`config.mk`:
```
export PLATFORM = sky130hd
export DESIGN_NAME = defrost_cycle_sequencer
export DESIGN_NICKNAME = d
export VERILOG_FILES = /design/src/rtl/core/dcs_pkg.sv /design/src/rtl/core/dcs_cfg_regs.sv /design/src/rtl/core/dcs_heat_seq.sv /design/src/rtl/core/dcs_core.sv /design/src/rtl/core/defrost_cycle_sequencer.sv
export SDC_FILE = /design/constraint.sdc
export NUM_CORES = 1
export LEC_CHECK = 0
export ABC_AREA = 1
export BUFFER_PORTS_ARGS = -buffer_cell sky130_fd_sc_hd__buf_2
export CAP_MARGIN = 20
export CORE_MARGIN = 1
export CORE_UTILIZATION = 60
export DETAILED_ROUTE_END_ITERATION = 10
export GPL_TIMING_DRIVEN = 1
export PLACE_DENSITY = 0.78
export SYNTH_ARGS = -nofsm -noshare
export SYNTH_HDL_FRONTEND = slang
export SYNTH_HIERARCHICAL = 1
export SYNTH_SLANG_ARGS = --single-unit
```
`constraint.sdc`:
```
create_clock -name clk -period 5.4 [get_ports clk]
set_input_delay 0.27 -clock clk [delete_from_list [all_inputs] [get_ports clk]]
set_output_delay 0.27 -clock clk [all_outputs]
set_load 0.02 [all_outputs]
```
`src/rtl/core/dcs_pkg.sv`:
```
// Package for the defrost cycle sequencer: phase and heating sub-step codes,
// register indexes and the structs shared between the sequencer modules.
// No dependencies.
`default_nettype none

package dcs_pkg;

  localparam logic [1:0] PH_STANDBY = 2'd0;
  localparam logic [1:0] PH_HEAT    = 2'd1;
  localparam logic [1:0] PH_DRIP    = 2'd2;

  localparam logic [2:0] HS_IDLE   = 3'd0;
  localparam logic [2:0] HS_DELAY1 = 3'd1;
  localparam logic [2:0] HS_VALVE  = 3'd2;
  localparam logic [2:0] HS_DELAY2 = 3'd3;
  localparam logic [2:0] HS_COMP   = 3'd4;
  localparam logic [2:0] HS_RAMP   = 3'd5;
  localparam logic [2:0] HS_RUN    = 3'd6;

  localparam logic [2:0] REG_DEFROST_INTERVAL = 3'd0;
  localparam logic [2:0] REG_MIN_INTERVAL     = 3'd1;
  localparam logic [2:0] REG_HEAT_MAX_TIME    = 3'd2;
  localparam logic [2:0] REG_DRIP_TIME        = 3'd3;
  localparam logic [2:0] REG_HEAT_TEMP_LIMIT  = 3'd4;
  localparam logic [2:0] REG_TEMP_DIFF_THRESH = 3'd5;
  localparam logic [2:0] REG_STEP_DELAY       = 3'd6;
  localparam logic [2:0] REG_COMP_WAIT        = 3'd7;

  typedef struct packed {
    logic        [16:0] defrost_interval;
    logic        [16:0] min_interval;
    logic        [11:0] heat_max_time;
    logic        [11:0] drip_time;
    logic signed [10:0] heat_temp_limit;
    logic        [9:0]  temp_diff_threshold;
    logic        [9:0]  step_delay;
    logic        [9:0]  comp_wait;
  } cfg_t;

  typedef struct packed {
    logic [2:0] substep;
    logic [9:0] step_count;
    logic [8:0] ramp_freq;
  } heat_t;

  typedef struct packed {
    logic heater;
    logic comp;
    logic evap_fan;
    logic cond_fan;
  } lat_t;

  typedef struct packed {
    logic [1:0] phase;
    logic [2:0] heat_step;
    logic       heater_on;
    logic       compressor_on;
    logic [8:0] compressor_freq;
    logic       evap_fan_on;
    logic       cond_fan_on;
    logic       valve_move;
    logic       fan_delay_restart;
  } res_t;

endpackage

`default_nettype wire

```
`src/rtl/core/dcs_cfg_regs.sv`:
```
// Configuration register file of the defrost cycle sequencer.
// Depends on dcs_pkg for the register indexes and the cfg_t struct.
`default_nettype none

module dcs_cfg_regs
  import dcs_pkg::*;
(
  input  wire logic        clk,
  input  wire logic        rst,
  input  wire logic        cfg_valid,
  output logic             cfg_ready,
  input  wire logic [2:0]  cfg_index,
  input  wire logic [16:0] cfg_data,
  output cfg_t             cfg
);

  assign cfg_ready = 1'b1;

  always_ff @(posedge clk) begin
    if (rst) begin
      cfg.defrost_interval    <= 17'd10800;
      cfg.min_interval        <= 17'd7200;
      cfg.heat_max_time       <= 12'd300;
      cfg.drip_time           <= 12'd300;
      cfg.heat_temp_limit     <= 11'sd100;
      cfg.temp_diff_threshold <= 10'd150;
      cfg.step_delay          <= 10'd30;
      cfg.comp_wait           <= 10'd15;
    end else if (cfg_valid && cfg_ready) begin
      case (cfg_index)
        REG_DEFROST_INTERVAL: cfg.defrost_interval    <= cfg_data;
        REG_MIN_INTERVAL:     cfg.min_interval        <= cfg_data;
        REG_HEAT_MAX_TIME:    cfg.heat_max_time       <= cfg_data[11:0];
        REG_DRIP_TIME:        cfg.drip_time           <= cfg_data[11:0];
        REG_HEAT_TEMP_LIMIT:  cfg.heat_temp_limit     <= $signed(cfg_data[10:0]);
        REG_TEMP_DIFF_THRESH: cfg.temp_diff_threshold <= cfg_data[9:0];
        REG_STEP_DELAY:       cfg.step_delay          <= cfg_data[9:0];
        REG_COMP_WAIT:        cfg.comp_wait           <= cfg_data[9:0];
        default: begin
        end
      endcase
    end
  end

endmodule

`default_nettype wire

```
`src/rtl/core/dcs_heat_seq.sv`:
```
// Next-state logic of the heating sub-sequence: settle delays, valve move,
// compressor delay and frequency ramp. Depends on dcs_pkg.
`default_nettype none

module dcs_heat_seq
  import dcs_pkg::*;
#(
  parameter int FREQ_MIN  = 20,
  parameter int FREQ_MAX  = 320,
  parameter int FREQ_STEP = 10
) (
  input  wire heat_t       hs,
  input  wire logic [9:0]  step_delay,
  input  wire logic [9:0]  comp_wait,
  output heat_t            hs_out,
  output logic             comp_set,
  output logic             dur_clear,
  output logic             valve_pulse
);

  logic [9:0] step_inc;
  logic [9:0] ramp_sum;

  assign step_inc = (hs.step_count == 10'h3FF) ? hs.step_count : hs.step_count + 10'd1;
  assign ramp_sum = {1'b0, hs.ramp_freq} + 10'(FREQ_STEP);

  always_comb begin
    hs_out      = hs;
    comp_set    = 1'b0;
    dur_clear   = 1'b0;
    valve_pulse = 1'b0;
    case (hs.substep)
      HS_IDLE: begin
        hs_out.step_count = '0;
        hs_out.substep    = HS_DELAY1;
      end
      HS_DELAY1: begin
        hs_out.step_count = step_inc;
        if (step_inc >= step_delay) begin
          hs_out.substep = HS_VALVE;
        end
      end
      HS_VALVE: begin
        valve_pulse       = 1'b1;
        hs_out.step_count = '0;
        hs_out.substep    = HS_DELAY2;
      end
      HS_DELAY2: begin
        hs_out.step_count = step_inc;
        if (step_inc >= step_delay) begin
          hs_out.step_count = '0;
          hs_out.substep    = HS_COMP;
        end
      end
      HS_COMP: begin
        hs_out.step_count = step_inc;
        if (step_inc >= comp_wait) begin
          hs_out.ramp_freq  = 9'(FREQ_MIN);
          hs_out.step_count = '0;
          hs_out.substep    = HS_RAMP;
          comp_set          = 1'b1;
        end
      end
      HS_RAMP: begin
        if (ramp_sum >= 10'(FREQ_MAX)) begin
          hs_out.ramp_freq = 9'(FREQ_MAX);
          hs_out.substep   = HS_RUN;
          dur_clear        = 1'b1;
        end else begin
          hs_out.ramp_freq = ramp_sum[8:0];
        end
      end
      HS_RUN: begin
      end
      default: begin
        hs_out = '{substep: HS_IDLE, step_count: '0, ramp_freq: '0};
      end
    endcase
  end

endmodule

`default_nettype wire

```
`src/rtl/core/dcs_core.sv`:
```
// Phase state, elapsed-time counters and the per-tick decision logic of the
// defrost cycle sequencer. Depends on dcs_pkg and dcs_heat_seq.
`default_nettype none

module dcs_core
  import dcs_pkg::*;
#(
  parameter int FREQ_MIN  = 20,
  parameter int FREQ_MAX  = 320,
  parameter int FREQ_STEP = 10
) (
  input  wire logic        clk,
  input  wire logic        rst,
  input  wire logic        step_en,
  input  wire logic [10:0] evap_temp,
  input  wire logic [10:0] cabinet_temp,
  input  wire logic        manual_key,
  input  wire cfg_t        cfg,
  output res_t             res
);

  logic [1:0]  ph;
  heat_t       hs;
  logic [16:0] ic;
  logic [11:0] dc;
  logic [11:0] drc;
  lat_t        lat;

  logic [1:0]  ph_next;
  heat_t       hs_next;
  logic [16:0] ic_next;
  logic [11:0] dc_next;
  logic [11:0] drc_next;
  lat_t        lat_next;
  logic        pulse_valve;
  logic        pulse_fan;

  heat_t       hs_seq;
  logic        comp_set;
  logic        dur_clear;
  logic        valve_pulse;

  logic               standby;
  logic [16:0]        ic_inc;
  logic [11:0]        dc_inc;
  logic [11:0]        drc_inc;
  logic signed [10:0] evap_s;
  logic signed [10:0] limit_s;
  logic signed [11:0] diff;
  logic               start_cond;
  logic               dur_done;

  localparam heat_t HEAT_CLEAR = '{substep: HS_IDLE, step_count: '0, ramp_freq: '0};

  dcs_heat_seq #(
    .FREQ_MIN  (FREQ_MIN),
    .FREQ_MAX  (FREQ_MAX),
    .FREQ_STEP (FREQ_STEP)
  ) u_heat_seq (
    .hs          (hs),
    .step_delay  (cfg.step_delay),
    .comp_wait   (cfg.comp_wait),
    .hs_out      (hs_seq),
    .comp_set    (comp_set),
    .dur_clear   (dur_clear),
    .valve_pulse (valve_pulse)
  );

  assign standby = (ph != PH_HEAT) && (ph != PH_DRIP);
  assign ic_inc  = (standby && ic != 17'h1FFFF) ? ic + 17'd1 : ic;
  assign dc_inc  = (ph == PH_HEAT && dc != 12'hFFF) ? dc + 12'd1 : dc;
  assign drc_inc = (ph == PH_DRIP && drc != 12'hFFF) ? drc + 12'd1 : drc;

  assign evap_s  = $signed(evap_temp);
  assign limit_s = cfg.heat_temp_limit;
  assign diff    = $signed({cabinet_temp[10], cabinet_temp}) - $signed({evap_temp[10], evap_temp});

  assign start_cond = (ic_inc >= cfg.defrost_interval) ||
                      ((ic_inc >= cfg.min_interval) &&
                       (diff > $signed({2'b00, cfg.temp_diff_threshold})));
  assign dur_done   = dc_inc >= cfg.heat_max_time;

  always_comb begin
    ph_next     = ph;
    hs_next     = hs;
    ic_next     = ic_inc;
    dc_next     = dc_inc;
    drc_next    = drc_inc;
    lat_next    = lat;
    pulse_valve = 1'b0;
    pulse_fan   = 1'b0;
    if (manual_key && !standby) begin
      hs_next  = HEAT_CLEAR;
      lat_next = '{heater: 1'b0, comp: 1'b0, evap_fan: 1'b1, cond_fan: 1'b1};
      ic_next  = '0;
      dc_next  = '0;
      drc_next = '0;
      ph_next  = PH_STANDBY;
    end else if (manual_key || (standby && start_cond)) begin
      ph_next  = PH_HEAT;
      dc_next  = '0;
      lat_next = '{heater: 1'b1, comp: 1'b0, evap_fan: 1'b0, cond_fan: 1'b0};
      hs_next  = '{substep: HS_DELAY1, step_count: '0, ramp_freq: '0};
    end else if (ph == PH_HEAT) begin
      hs_next     = hs_seq;
      pulse_valve = valve_pulse;
      if (comp_set) begin
        lat_next.comp = 1'b1;
      end
      if (dur_clear) begin
        dc_next = '0;
      end
      if (dur_done || evap_s >= limit_s) begin
        lat_next.heater = 1'b0;
        lat_next.comp   = 1'b0;
        hs_next         = HEAT_CLEAR;
        ph_next         = PH_DRIP;
        drc_next        = '0;
        dc_next         = '0;
      end
    end else if (ph == PH_DRIP) begin
      if (drc_inc >= cfg.drip_time) begin
        ph_next   = PH_STANDBY;
        drc_next  = '0;
        ic_next   = '0;
        hs_next   = HEAT_CLEAR;
        pulse_fan = 1'b1;
      end
    end
  end

  always_comb begin
    res.phase             = ph_next;
    res.heat_step         = hs_next.substep;
    res.heater_on         = lat_next.heater;
    res.compressor_on     = lat_next.comp;
    res.compressor_freq   = lat_next.comp ? hs_next.ramp_freq : 9'd0;
    res.evap_fan_on       = lat_next.evap_fan;
    res.cond_fan_on       = lat_next.cond_fan;
    res.valve_move        = pulse_valve;
    res.fan_delay_restart = pulse_fan;
  end

  always_ff @(posedge clk) begin
    if (rst) begin
      ph  <= PH_STANDBY;
      hs  <= HEAT_CLEAR;
      ic  <= '0;
      dc  <= '0;
      drc <= '0;
      lat <= '{heater: 1'b0, comp: 1'b0, evap_fan: 1'b1, cond_fan: 1'b1};
    end else if (step_en) begin
      ph  <= ph_next;
      hs  <= hs_next;
      ic  <= ic_next;
      dc  <= dc_next;
      drc <= drc_next;
      lat <= lat_next;
    end
  end

  a_substep_only_heating: assert property (@(posedge clk) disable iff (rst)
    (hs.substep != HS_IDLE) |-> (ph == PH_HEAT))
    else $error("heating sub-step active outside the heating phase");

  a_heater_iff_heating: assert property (@(posedge clk) disable iff (rst)
    lat.heater == (ph == PH_HEAT))
    else $error("heater relay disagrees with the phase");

  a_comp_after_delay: assert property (@(posedge clk) disable iff (rst)
    lat.comp |-> (ph == PH_HEAT && (hs.substep == HS_RAMP || hs.substep == HS_RUN)))
    else $error("compressor on before the compressor delay has passed");

  a_fans_off_in_cycle: assert property (@(posedge clk) disable iff (rst)
    (ph == PH_HEAT) |-> (!lat.evap_fan && !lat.cond_fan))
    else $error("fan relay on during heating");

endmodule

`default_nettype wire

```
`src/rtl/core/defrost_cycle_sequencer.sv`:
```
// Top level of the defrost cycle sequencer: input register, result register,
// configuration registers and the core. Depends on dcs_pkg, dcs_cfg_regs, dcs_core.
`default_nettype none

// One request is taken per one-second tick and gives exactly one result. The
// block accepts a request in every clock cycle while the result is not stalled,
// as all the work for a request is one pass of logic between the input register
// and the result register, which presents the result until it is taken. A
// stalled result holds the core, and it stalls the request channel once the
// input register is also full.
// Configuration registers are written through the cfg port, which is always
// ready, and should be changed only while no request is in flight.

module defrost_cycle_sequencer
  import dcs_pkg::*;
#(
  parameter int FREQ_MIN  = 20,
  parameter int FREQ_MAX  = 320,
  parameter int FREQ_STEP = 10
) (
  input  wire logic        clk,
  input  wire logic        rst,
  input  wire logic        in_valid,
  output logic             in_stall,
  input  wire logic [10:0] evap_temp,
  input  wire logic [10:0] cabinet_temp,
  input  wire logic        manual_key,
  output logic             out_valid,
  input  wire logic        out_stall,
  output logic [1:0]       phase,
  output logic [2:0]       heat_step,
  output logic             heater_on,
  output logic             compressor_on,
  output logic [8:0]       compressor_freq,
  output logic             evap_fan_on,
  output logic             cond_fan_on,
  output logic             valve_move,
  output logic             fan_delay_restart,
  input  wire logic        cfg_valid,
  output logic             cfg_ready,
  input  wire logic [2:0]  cfg_index,
  input  wire logic [16:0] cfg_data
);

  cfg_t        cfg;
  res_t        res;
  res_t        res_reg;
  logic        s1_valid;
  logic [10:0] s1_evap;
  logic [10:0] s1_cab;
  logic        s1_key;
  logic        advance;
  logic        load;

  dcs_cfg_regs u_cfg_regs (
    .clk       (clk),
    .rst       (rst),
    .cfg_valid (cfg_valid),
    .cfg_ready (cfg_ready),
    .cfg_index (cfg_index),
    .cfg_data  (cfg_data),
    .cfg       (cfg)
  );

  dcs_core #(
    .FREQ_MIN  (FREQ_MIN),
    .FREQ_MAX  (FREQ_MAX),
    .FREQ_STEP (FREQ_STEP)
  ) u_core (
    .clk          (clk),
    .rst          (rst),
    .step_en      (advance),
    .evap_temp    (s1_evap),
    .cabinet_temp (s1_cab),
    .manual_key   (s1_key),
    .cfg          (cfg),
    .res          (res)
  );

  assign advance  = s1_valid && !(out_valid && out_stall);
  assign in_stall = s1_valid && out_valid && out_stall;
  assign load     = in_valid && !in_stall;

  always_ff @(posedge clk) begin
    if (rst) begin
      s1_valid  <= 1'b0;
      out_valid <= 1'b0;
    end else begin
      s1_valid  <= load || (s1_valid && !advance);
      out_valid <= advance || (out_valid && out_stall);
    end
  end

  always_ff @(posedge clk) begin
    if (load) begin
      s1_evap <= evap_temp;
      s1_cab  <= cabinet_temp;
      s1_key  <= manual_key;
    end
    if (advance) begin
      res_reg <= res;
    end
  end

  assign phase             = res_reg.phase;
  assign heat_step         = res_reg.heat_step;
  assign heater_on         = res_reg.heater_on;
  assign compressor_on     = res_reg.compressor_on;
  assign compressor_freq   = res_reg.compressor_freq;
  assign evap_fan_on       = res_reg.evap_fan_on;
  assign cond_fan_on       = res_reg.cond_fan_on;
  assign valve_move        = res_reg.valve_move;
  assign fan_delay_restart = res_reg.fan_delay_restart;

endmodule

`default_nettype wire

```
### Word level (Yosys, flattened, before mapping)

Cells that the tools add are included.

* flip-flop bits (word level): 213
* logic and storage cells: 163

* equal/unequal tests: 22
* bitwise operators: 2
* reduce and logical (&&, ||, !) cells: 39
* multiplexer cells: 52
* $add $sub $neg: 6
* order comparisons: 9

Operators with widths (count)
* 12-bit 2-to-1 mux: 13
* 22-bit 2-to-1 mux: 7
* 17-bit 2-to-1 mux: 6
* 10-bit case mux with 4 select lines: 1
* 17-bit >= comparator: 2
* 9-bit case mux with 3 select lines: 1
* 12-bit by 1-bit adder with 12-bit output (second input constant): 2
* 12-bit >= comparator: 2
* 12-bit != test (second input constant): 2
* 3-bit equality test (second input constant): 7
* 3-bit case mux with 7 select lines: 1
* 10-bit >= comparator: 2
* 2-bit 2-to-1 mux: 10
* 17-bit by 1-bit adder with 17-bit output (second input constant): 1
* 17-bit != test (second input constant): 1
* 2-bit AND reduction: 8
* 1-bit logical AND: 13
* 13-bit 2-to-1 mux: 1
* 3-bit by 2-bit equality test with 1-bit output (second input constant): 4
* 12-bit by 11-bit greater-than comparator with 1-bit output: 1
* 11-bit by 11-bit subtractor with 12-bit output: 1
* 11-bit >= comparator: 1
* 10-bit by 1-bit adder with 10-bit output (second input constant): 1
* 9-bit by 4-bit adder with 10-bit output (second input constant): 1
* other kinds (23): 41

### Longest topological paths before layout

* word-level depth: 11
* mapped depth: 34
* gate-level depth less buffers: 33

### Modules after synthesis

Netlist, hierarchy kept.

By module, submodules not included
* dcs_core: cells an instance 1165, sequential area each 1381.3 µm², times used 1, area an instance 7298.2 µm²
* dcs_cfg_regs: cells an instance 542, sequential area each 1981.9 µm², times used 1, area an instance 3817.4 µm²
* dcs_heat_seq: cells an instance 316, sequential area each 0.0 µm², times used 1, area an instance 1632.8 µm²
* defrost_cycle_sequencer: cells an instance 55, sequential area each 1331.3 µm², times used 1, area an instance 1382.6 µm²

### Worst setup path after synthesis

Ideal clock, no wire load.

* path kind: flip-flop to flip-flop
* from: reg u_core.ic[0]
* to: reg res_reg, in the netlist fan_delay_restart (data pin)
* buffers on the path: 3
* setup time: 0.251 ns
* stages on the path, launching flop included: 33
* arrival time: 3.590 ns
* slack: 1.559 ns
* period minus slack after synthesis: 3.841 ns
* cells stage by stage: dfxtp_1 ha_1 inv_1 nor4_1 nor3b_1 ha_1 nor2_4 nand2_2 nor2_4 nand2_2 nor2_4 nand3_2 nor2_4 nand4_1 xor2_1 inv_2 ha_1 nand2_1 nor2_1 nand2_1 nor2_1 nand2_1 nand4_1 nand2_1 inv_1 nand2_1 nand2_2 nand2_2 buf_6 nand3_4 buf_12 inv_1 buf_4

* word-level cells in the longest chain between the ends: 9
* elaborated cells on any way between the ends: 11
* classes of those cells: add/sub (1); order compare (2); eq/ne (1); mux (1); reduce/logical (6)

Ends and longest elaborated chain
* start, declared: RTL line dcs_core.sv:24 `logic [16:0] ic;`
* start signal, assigned: RTL line dcs_core.sv:155 `ic <= ic_next;`
* branches (longest 2 deep; another with 17-bit by 1-bit adder with 17-bit output)
* 17-bit 2-to-1 mux (*): RTL line dcs_core.sv:70 `assign ic_inc = (standby && ic != 17'h1FFFF) ? ic + 17'd1 : ic;`
* 17-bit >= comparator: RTL line dcs_core.sv:79 `((ic_inc >= cfg.min_interval) &&`
* 1-bit logical AND: RTL line dcs_core.sv:79
* 1-bit logical OR (*): RTL line dcs_core.sv:78 `assign start_cond = (ic_inc >= cfg.defrost_interval) ||`
* 1-bit logical AND (*): RTL line dcs_core.sv:99 `end else if (manual_key || (standby && start_cond)) begin`
* 1-bit logical OR (*): RTL line dcs_core.sv:99
* 4-bit OR reduction (no line) (*)
* end signal, assigned: RTL line defrost_cycle_sequencer.sv:101 `res_reg <= res;`
* end, declared: RTL line defrost_cycle_sequencer.sv:47 `res_t res_reg;`

Every way passes the cells marked *.
A chain may end at the register's enable or synchronous reset.

### Worst setup path after layout

* from: reg u_core.ic[0]
* to: reg u_core/hs[12] (netlist name)

* word-level cells in the longest chain between the ends: 10
* elaborated cells on any way between the ends: 16
* classes of those cells: add/sub (1); order compare (2); eq/ne (2); mux (3); reduce/logical (8)

Ends and longest elaborated chain (RTL line)
* branches (longest 2 deep; another with 17-bit by 1-bit adder with 17-bit output)
* 17-bit 2-to-1 mux (*): dcs_core.sv:70
* 17-bit >= comparator: dcs_core.sv:79
* 1-bit logical AND: dcs_core.sv:79
* 1-bit logical OR (*): dcs_core.sv:78
* 1-bit logical AND (*): dcs_core.sv:99
* 1-bit logical OR (*): dcs_core.sv:99
* 5-bit by 3-bit != test with 1-bit output (no line), or another cell as far along
* 4-bit AND reduction (no line) / 22-bit 2-to-1 mux (equally long branches)

Marks and branches as above.

==> qor.csv <==
stage,metric,value,unit
run_status,status,completed,
worst_setup_path,startpoint_type,flop,
timing,hold_violations,0,
drt,wl_per_cell,14.1,um
clock_network,cts-root-buf,clkbuf_16,
yosys,yosysWarnings,6,
timing,slew_violations,0,
global_routing,antenna_found_initial,1,
placed_design,placed_cells,2394,
yosys,synth_cells,2078,
timing,tightest_slew,1110,ps
timing,hold_ws,12.8,ps
global_routing,grt_max_degree,79,
die,dieArea,24200,sq um
clock_network,cts_num_sinks,213,
power_and_ir_drop,netSwitchingFraction,29.1,%
die,io_pins,71,
cells_and_area,fin_nets,2306,
timing,setup_viol,0,
power_and_ir_drop,p_seq_share,42.7,%
die,start_util,61.9,%
cells_and_area,layout_common_cells,"553 x nand2_1, 284 x inv_1, 265 x nor2_1",
worst_setup_path,max_stage_delay,430,ps
power_and_ir_drop,peakVddDrop,0.000293,V
timing,relSlewSlack,25.3,%
clock_network,cts.path.max_buffers,3,
die,die_width,155,um
power_and_ir_drop,comb_power_share,16.9,%
global_routing,grt_pass1_wl,57500,um
timing,tns,0,ps
drt,drc,0,
timing,period_share,89.8,%
clock_network,clk_pin_slew_worst_paths,60,ps
drt,detail-route-antenna-nets,0,
die,fp.coreArea,22800,sq um
drt,dr_total_vias,13100,
cells_and_area,layout_commonest_cell,nand2_1,
yosys,ys.flop_type,dfxtp_1,
drt,dr.max_layer_used,met4,
worst_setup_path,end_kind,flop,
clock_network,h-tree-depth,1,
drt,dr_wl_met3,1490,um
drt,wl_met1,15200,um
power_and_ir_drop,p_clk_share,40.4,%
yosys,synth_edf_count,43,
cells_and_area,n_fill_cell,2007,
global_routing,grt.overflow.total,0,
timing,rsz0062_at_grt,no,
power_and_ir_drop,p_int,2.88,mW
placed_design,dp_hpwl,24700,um
drt,wirelength,35000,um
drt,via_per_inst,5.31,
cells_and_area,syn_to_final_growth,11.0,%
timing,skew,11.4,ps
worst_setup_path,critPathMostFrequentCell,nand2_1,
cells_and_area,drive_above_1_share,8.62,%
drt,drtPass1Iterations,5,
worst_setup_path,slowest_stage,nor4_1,
drt,drt_iter0_markers,993,
drt,wl_met2,17000,um
global_routing,grt_usage,28.9,%
yosys,async_reset_ff_share,0,%
placed_design,io_buffers,69,
clock_network,cts_tree,yes,
die,dieHeight,155,um
clock_network,clk_latency,540,ps
global_routing,grt_pass1_vias,12200,
yosys,yosysUniqueCellTypes,49,
cells_and_area,final_cells,2471,
timing,period_needed,4850,ps
placed_design,globalplace.congestion,0.909,
cells_and_area,fin_util,68.7,%
worst_setup_path,worstSetupPathType,flop to flop,
clock_network,cts_inserted_buffers,24,
power_and_ir_drop,leakagePower,7.60,nW
worst_setup_path,critPathMaxFanout,13,
power_and_ir_drop,p_sw,1.18,mW
flow_run,cap_viol_max_count,0,
timing,max_freq,206,MHz
yosys,yosysSeqAreaShare,33.2,%
power_and_ir_drop,powerDensity,259,nW/um^2
worst_setup_path,required,5830,ps
yosys,ys_ff_latch,213,
yosys,syn_area,14100,sq um
min_path,min-delay-path-class,input pin to flop,
clock_network,cts_setup_buffers,0,
yosys,syn-num-nets,2245,
die,rows,55,
yosys,avgSynthCellArea,6.80,sq um
worst_setup_path,cp_data_arrival_time,5270,ps
-- layout make-up --
| cell class | instances | area (sq um) | share of cell area (%) |
|---|---|---|---|
| timing repair buffer | 113 | 753 | 4.80 |
| multi-input combinational | 1493 | 7940 | 50.6 |
| antenna | 1 | 2.50 | 0.0160 |
| sequential | 213 | 4690 | 29.9 |
| clock inverter | 8 | 98.8 | 0.630 |
| clock buffer | 36 | 707 | 4.51 |
| inverter | 294 | 1100 | 7.04 |
| tap | 313 | 392 | 2.50 |
-- power by group through the flow --
| stage | logic, mW | clock network, mW | registers, mW |
|---|---|---|---|
| after detailed placement | 0.654 | 0 | 1.77 |
| after global routing | 0.769 | 1.72 | 1.74 |
| after floorplan | 0.493 | 0 | 1.76 |
| final | 0.686 | 1.64 | 1.74 |
| after global placement | 0.634 | 0 | 1.77 |
| after CTS | 0.677 | 1.66 | 1.74 |
-- stage by stage --
stage,instance area (sq um),setup WS [ps],power (mW)
5_1_grt,15700,25.2,4.23
3_5_place_dp,14600,555,2.42
4_1_cts,15700,510,4.07
2_1_floorplan,14100,1560,2.25
6_report,15700,552,4.06
3_3_place_gp,14500,854,2.40
-- cells in the mapped netlist, drive strengths merged, types with 4 or more instances --
master / instances / area share [%]
a21boi: 8 / 0.43
a21o: 6 / 0.32
a21oi: 115 / 4.5
a22o: 11 / 0.68
buf: 46 / 2.1
clkbuf: 32 / 0.88
dfxtp: 170 / 24
edfxtp: 43 / 9.1
ha: 118 / 10
inv: 291 / 7.7
nand2: 561 / 15
nand3: 234 / 8.9
nand4: 40 / 1.8
nor2: 281 / 8.0
nor3: 12 / 0.50
o21a: 4 / 0.21
o21ai: 40 / 1.5
xnor2: 10 / 0.67
xor2: 37 / 2.3
-- timing repair --
item	4_1_cts	5_1_grt
hold endpoints to repair	35	0
endpoints found under the setup margin	0	8
hold buffers	32	0
resized for setup	0	1
-- registers in the layout, indices dropped and copies added (netlist names), 2 cells and up --
register	cells
u_core/lat	4
compressor_freq	9
s1_cab	11
u_core/dc	12
u_core/ph	2
s1_evap	11
u_core/ic	17
u_core/hs	22
heat_step	3
u_core/drc	12
u_cfg_regs/cfg	99
phase	2
-- kinds of logic after synthesis --
family / synth area share, %
other cells: 0.0265
fa+ha+maj: 10.6
compound gates: 7.82
simple gates: 34.5
mux: 0.0708
flops: 33.2
xor+xnor: 2.97
buf+inv: 10.8
-- worst paths after layout --
kind	slack (ps)	startpoint	cells after the start	to
worst max register to register	550	u_core/ic[0]	31	u_core/hs[12]
worst max-delay path	550	u_core/ic[0]	31	u_core/hs[12]
worst min register to register	470	u_core/lat[1]	2	u_core/lat[1]
worst min-delay path	10	cfg_data[8]	3	u_cfg_regs/cfg[61]
-- metal layers --
metal | global-route usage (%) | vias to the layer above
met2 | 51.5 | 403
met4 | 10.6 | 0
met3 | 2.84 | 85
met1 | 36.0 | 5899
met5 | 0 | -
li1 | - | 6743
-- worst max-delay path, delay by kind of cell (launching register included) --
| kind | cells | cell delay (ps) |
|---|---|---|
| xor+xnor | 1 | 180 |
| fa+ha+maj | 3 | 700 |
| buf+inv | 3 | 200 |
| flops | 1 | 410 |
| simple gates | 24 | 3270 |
Power figures use the tool's default switching activity.
